===== src/rtl/core/ecs_pkg.sv =====
`timescale 1ns / 1ps
// ----------------------------------------------------------------------------
// ecs_pkg
// Shared types and defaults for the obstacle clearance scan block.
// ----------------------------------------------------------------------------
package ecs_pkg;

  localparam int DEF_MAX_BOXES  = 64;
  localparam int DEF_COORD_BITS = 24;

  typedef enum logic [1:0] {
    CMD_CLEAR = 2'd0,
    CMD_ADD   = 2'd1,
    CMD_QUERY = 2'd2
  } cmd_t;

  typedef enum logic [1:0] {
    ST_IDLE,
    ST_SCAN,
    ST_DRAIN,
    ST_RESULT
  } state_t;

  // controller to datapath
  typedef struct packed {
    logic accept;
    logic rd_en;
    logic finish;
  } ctrl_t;

  // datapath to controller
  typedef struct packed {
    logic is_query;
    logic cnt_zero;
    logic idx_last;
    logic out_free;
  } stat_t;

endpackage


===== src/rtl/core/ecs_ctrl.sv =====
`timescale 1ns / 1ps
// ----------------------------------------------------------------------------
// ecs_ctrl
// Sequencer: takes one transaction, steps the box scan, hands off the result.
// ----------------------------------------------------------------------------
module ecs_ctrl (
  input  logic            clk,
  input  logic            rst,
  input  logic            in_valid,
  output logic            in_ready,
  input  ecs_pkg::stat_t  stat,
  output ecs_pkg::ctrl_t  ctrl
);

  ecs_pkg::state_t state;
  ecs_pkg::state_t state_next;

  always_ff @(posedge clk) begin
    if (rst) begin
      state <= ecs_pkg::ST_IDLE;
    end else begin
      state <= state_next;
    end
  end

  always_comb begin
    state_next  = state;
    in_ready    = 1'b0;
    ctrl.accept = 1'b0;
    ctrl.rd_en  = 1'b0;
    ctrl.finish = 1'b0;
    unique case (state)
      ecs_pkg::ST_IDLE: begin
        // nothing is taken while reset is held
        in_ready = !rst;
        if (in_valid && !rst) begin
          ctrl.accept = 1'b1;
          if (stat.is_query && !stat.cnt_zero) begin
            state_next = ecs_pkg::ST_SCAN;
          end else begin
            state_next = ecs_pkg::ST_RESULT;
          end
        end
      end
      ecs_pkg::ST_SCAN: begin
        ctrl.rd_en = 1'b1;
        if (stat.idx_last) begin
          state_next = ecs_pkg::ST_DRAIN;
        end
      end
      // last read data is folded in during this cycle
      ecs_pkg::ST_DRAIN: begin
        state_next = ecs_pkg::ST_RESULT;
      end
      ecs_pkg::ST_RESULT: begin
        if (stat.out_free) begin
          ctrl.finish = 1'b1;
          state_next  = ecs_pkg::ST_IDLE;
        end
      end
      default: begin
        state_next = ecs_pkg::ST_IDLE;
      end
    endcase
  end

endmodule


===== config.mk =====
export PLATFORM = sky130hd
export DESIGN_NAME = ecs_ctrl
export DESIGN_NICKNAME = d
export VERILOG_FILES = /design/src/rtl/core/ecs_pkg.sv /design/src/rtl/core/ecs_ctrl.sv
export SDC_FILE = /design/constraint.sdc
export NUM_CORES = 1
export LEC_CHECK = 0
export ABC_AREA = 0
export BUFFER_PORTS_ARGS = -buffer_cell sky130_fd_sc_hd__buf_2
export CORE_AREA = 2 2 39 41
export CTS_BUF_LIST = sky130_fd_sc_hd__clkbuf_2
export DETAILED_ROUTE_END_ITERATION = 16
export DIE_AREA = 0 0 41 43
export SETUP_SLACK_MARGIN = 0.4
export SYNTH_ARGS = -nofsm -noshare
export SYNTH_HDL_FRONTEND = slang
export SYNTH_SLANG_ARGS = --single-unit

===== constraint.sdc =====
create_clock -name clk -period 1.9 [get_ports clk]
set_clock_uncertainty 0.2 [all_clocks]
set_input_delay 0.475 -clock clk [delete_from_list [all_inputs] [get_ports clk]]
set_output_delay 0.475 -clock clk [all_outputs]
set_load 0.02 [all_outputs]

---- Yosys cells after proc, flatten, opt, wreduce, memory -nomap -nowiden ----
Index checks and enable logic that the tools add are counted.
Widths: inputs -> output; s select.
word-level totals
  output and inout bits ................... 4
  bits in registers ....................... 2
  word-level logic and storage cells ...... 24
operators by class
  multiplexer cells ....................... 11
  reductions and logical operators ........ 6
  eq/ne operators ......................... 6
operators with widths
  cell                count
  $mux 2              4
  $pmux 2 s4          1
  $mux 1              6
  $ne 2x2->1 const B  3
  $eq 2x2->1 const B  2
  $reduce_and 3->1    1
  $eq 2x1->1 const B  1
  $logic_and 1x1->1   2
  $logic_not 1->1     2
  $logic_not 2->1     1

---- Longest topological paths before layout ----
  word-level depth ........................ 5
  mapped depth ............................ 5

---- Least setup slack after synthesis ----
No wires, ideal clock.
  kind .................................... reg-to-output
  start ................................... register state[0]
  end ..................................... output port ctrl[2] (netlist bit)
  data required time ...................... 1.225 ns
  buffers on the path ..................... 0
  data arrival time ....................... 1.246 ns
  stages on the path, launching flop included .. 5
  setup slack ............................. -0.021 ns
  cell sequence ........................... dfxtp_1 inv_1 ha_1 nor2b_1 and2_1
RTL lines
  item                      line            RTL
  start: declaration        ecs_ctrl.sv:15  ecs_pkg::state_t state;
  start signal: assignment  ecs_ctrl.sv:20  state <= ecs_pkg::ST_IDLE;
  start signal: assignment  ecs_ctrl.sv:22  state <= state_next;
  end: declaration          ecs_ctrl.sv:12  output ecs_pkg::ctrl_t ctrl

==> metrics <==
yosys warns=0; biggest regs=state x2; Setup violations, final=0; CTS tree=built; vias in the first global route=225; post-route ant nets=0; Worst slew margin=0.901; Worst VDD drop=329 uV; post-synthesis cell count=24; crit path from=state[1]$_SDFFE_PP0P_; initial DRC count=0; max reg flops=2; final hold vios=0; worst hold start=state[1]$_SDFFE_PP0P_; n_diodes=0; area delta synth->final=80.3%; total negative slack=0 ns; initial core utilization=0.165; first-pass GRT wire length=slightly below 800 um; # DRC=0; Avg Cell Area, Syn=around 9.5 um2; Crit Path Category=reg2out; Yosys reg bits=2; crit path cell chain=inv_4 -> ha_4 -> nor2b_4 -> and2_4 -> buf_6; Final period util=0.936; gr ovfl total=0; HPWL Detailed=339 um; most common cell after layout, fill and taps aside=buf_2; Seq/Total Area, Yosys=0.175; global-route usage over all layers=0.0711; final core occ=0.298; core area=about 0.0014 mm2; critical path buffer and inverter count=2; fin crit period=approximately 1.8 ns; largest net degree at the start of global routing=5; Final Slew Violations=0; Worst path top cell family by delay=flip-flops; DR WL/cell=~8 um; Post-Syn Area=approximately 230 um2; Crit-path slowest cell=dfxtp_4; CP Capture Type=output pin; pre-CTS WS=roughly 0.23 ns; routed vias/inst=approximately 3.8; commonest cells after routing, fill and taps aside=buf_2, buf_4, ha_1, clkbuf_2, buf_6; Slew @ Worst Pin=0.149 ns; CTS HTree Levels=1; hold crit path type=reg2reg; Final WS setup=approximately 0.12 ns; Core Rows=14; status=finished clean; CP Data Required Time=roughly 1.2 ns; initial antenna violation count=0; Worst Hold End=state[1]$_SDFFE_PP0P_; RSZ-0062 raised after global routing=true; number of clock sinks=2; worst reg2reg startpoint=state[0]$_SDFFE_PP0P_; Power Dens Cells=about 1400 mW/mm2; static leakage=0.210 nW; Die X=approximately 40 um; layout cells sized above 1=0.738; synth unique cells=13; setup slack, reg-to-reg=approximately 0.47 ns; CP arrival=between 1 and 1.5 ns; clk slew on worst S/H paths=0.03 ns; Mapped Nets=36; PortBufs=10; Cells after DPL=50; CTS Buf Count=3; CP Max Fanout=4; routed wire length=between 400 and 500 um; detailed-route via count=~220; I/O pins=11; Worst Hold Depth=2; Design Power=around 0.56 mW; Cell Count, Final, Fillers Out=58; crit-path max cell delay=0.36 ns; worst-skew pair later-pin latency=between 0.15 and 0.2 ns; Max Freq=563 MHz; Worst setup SP type=register; capturing point of the worst reg2reg path=state[0]$_SDFFE_PP0P_; first-pass iteration count of the detailed router=1; Biggest register=state; Reg2Reg Depth=6; final-layout fill cell count=about 160; Die Height=~43 um; buffer depth of the longest clock path=2; net count of the finished layout=56; Max-Cap Viols=0; DIE AREA=between 0.0015 and 0.002 mm2; Root Driver=clkbuf_2; GP Congestion=about 0.66
-- cells in the mapped netlist (all sizes together) --
cell	n	area share
a311o	1	0.044
nor2b	1	0.027
mux2i	1	0.044
inv	3	0.049
ha	5	0.27
dfxtp	2	0.17
a211oi	1	0.055
nor2	2	0.033
nand2b	4	0.17
nand3	1	0.022
and2	2	0.055
and4	1	0.049
-- worst reg2reg max path, delay by kind of cell, from the launching register on --
family	cells	cell delay, ns
AND/OR/NAND/NOR	2	0.32
buffers and inverters	2	0.17
flip-flops	1	0.36
adder cells (fa/ha/maj)	1	0.22
AO/OA/AOI/OAI	1	0.04
-- how the worst max path moves through the flow --
stage	slack, ns	depth (start not counted)	end
finish	0.12	5	ctrl[2]
global route	0.08	5	ctrl[2]
global placement	0.23	4	ctrl[2]
detailed placement	0.23	4	ctrl[2]
floorplan	0.30	4	ctrl[2]
CTS	0.09	5	ctrl[2]
-- through the flow --
step	cell area, um2	hold slack [ns]
3_3_place_gp	324	0.297
6_report	413	0.318
5_1_grt	413	0.315
4_1_cts	379	0.299
3_5_place_dp	324	0.295
2_1_floorplan	254	0.277
-- repair_timing --
action                                  4_1_cts  5_1_grt
setup buffers                                 3        2
resized for setup                             6        6
hold buffers                                  0        0
endpoints found under the setup margin        4        5
pin swaps                                     1        1
-- per-layer routing --
| layer | vias to the layer above | GRT usage | wire, um |
|---|---|---|---|
| met4 | 0 | 0.0800 | 0 |
| li1 | 118 | - | - |
| met2 | 6 | 0.100 | 257 |
| met3 | 0 | 0.0157 | 26 |
| met5 | - | 0 | 0 |
| met1 | 94 | 0.0764 | 185 |
-- area by class of cell --
cell class / count / area, um2 / area share
multi-input cells: 19 / 208 / 0.503
well taps: 16 / 20.0 / 0.0485
repair buffers: 15 / 106 / 0.258
flip-flops and latches: 2 / 47.5 / 0.115
clock buffers: 3 / 15.0 / 0.0364
inverters: 3 / 16.3 / 0.0394
-- power by group --
part | switching [mW] | internal (mW) | total (mW)
registers | 0.0272 | 0.0735 | 0.101
clock network | 0.0235 | 0.0419 | 0.0655
logic | 0.170 | 0.227 | 0.397
-- kinds of logic (layout without fill, tap and decap cells) --
logic type | count (synthesis) | in the layout | share of synthesized area
multiplexers | 1 | 1 | 0.0437
buffers and inverters | 3 | 21 | 0.0492
AO/OA/AOI/OAI | 2 | 2 | 0.0984
flip-flops | 2 | 2 | 0.175
adder cells (fa/ha/maj) | 5 | 5 | 0.273
AND/OR/NAND/NOR | 11 | 11 | 0.361
No activity file was read; power rests on OpenSTA's default activity.
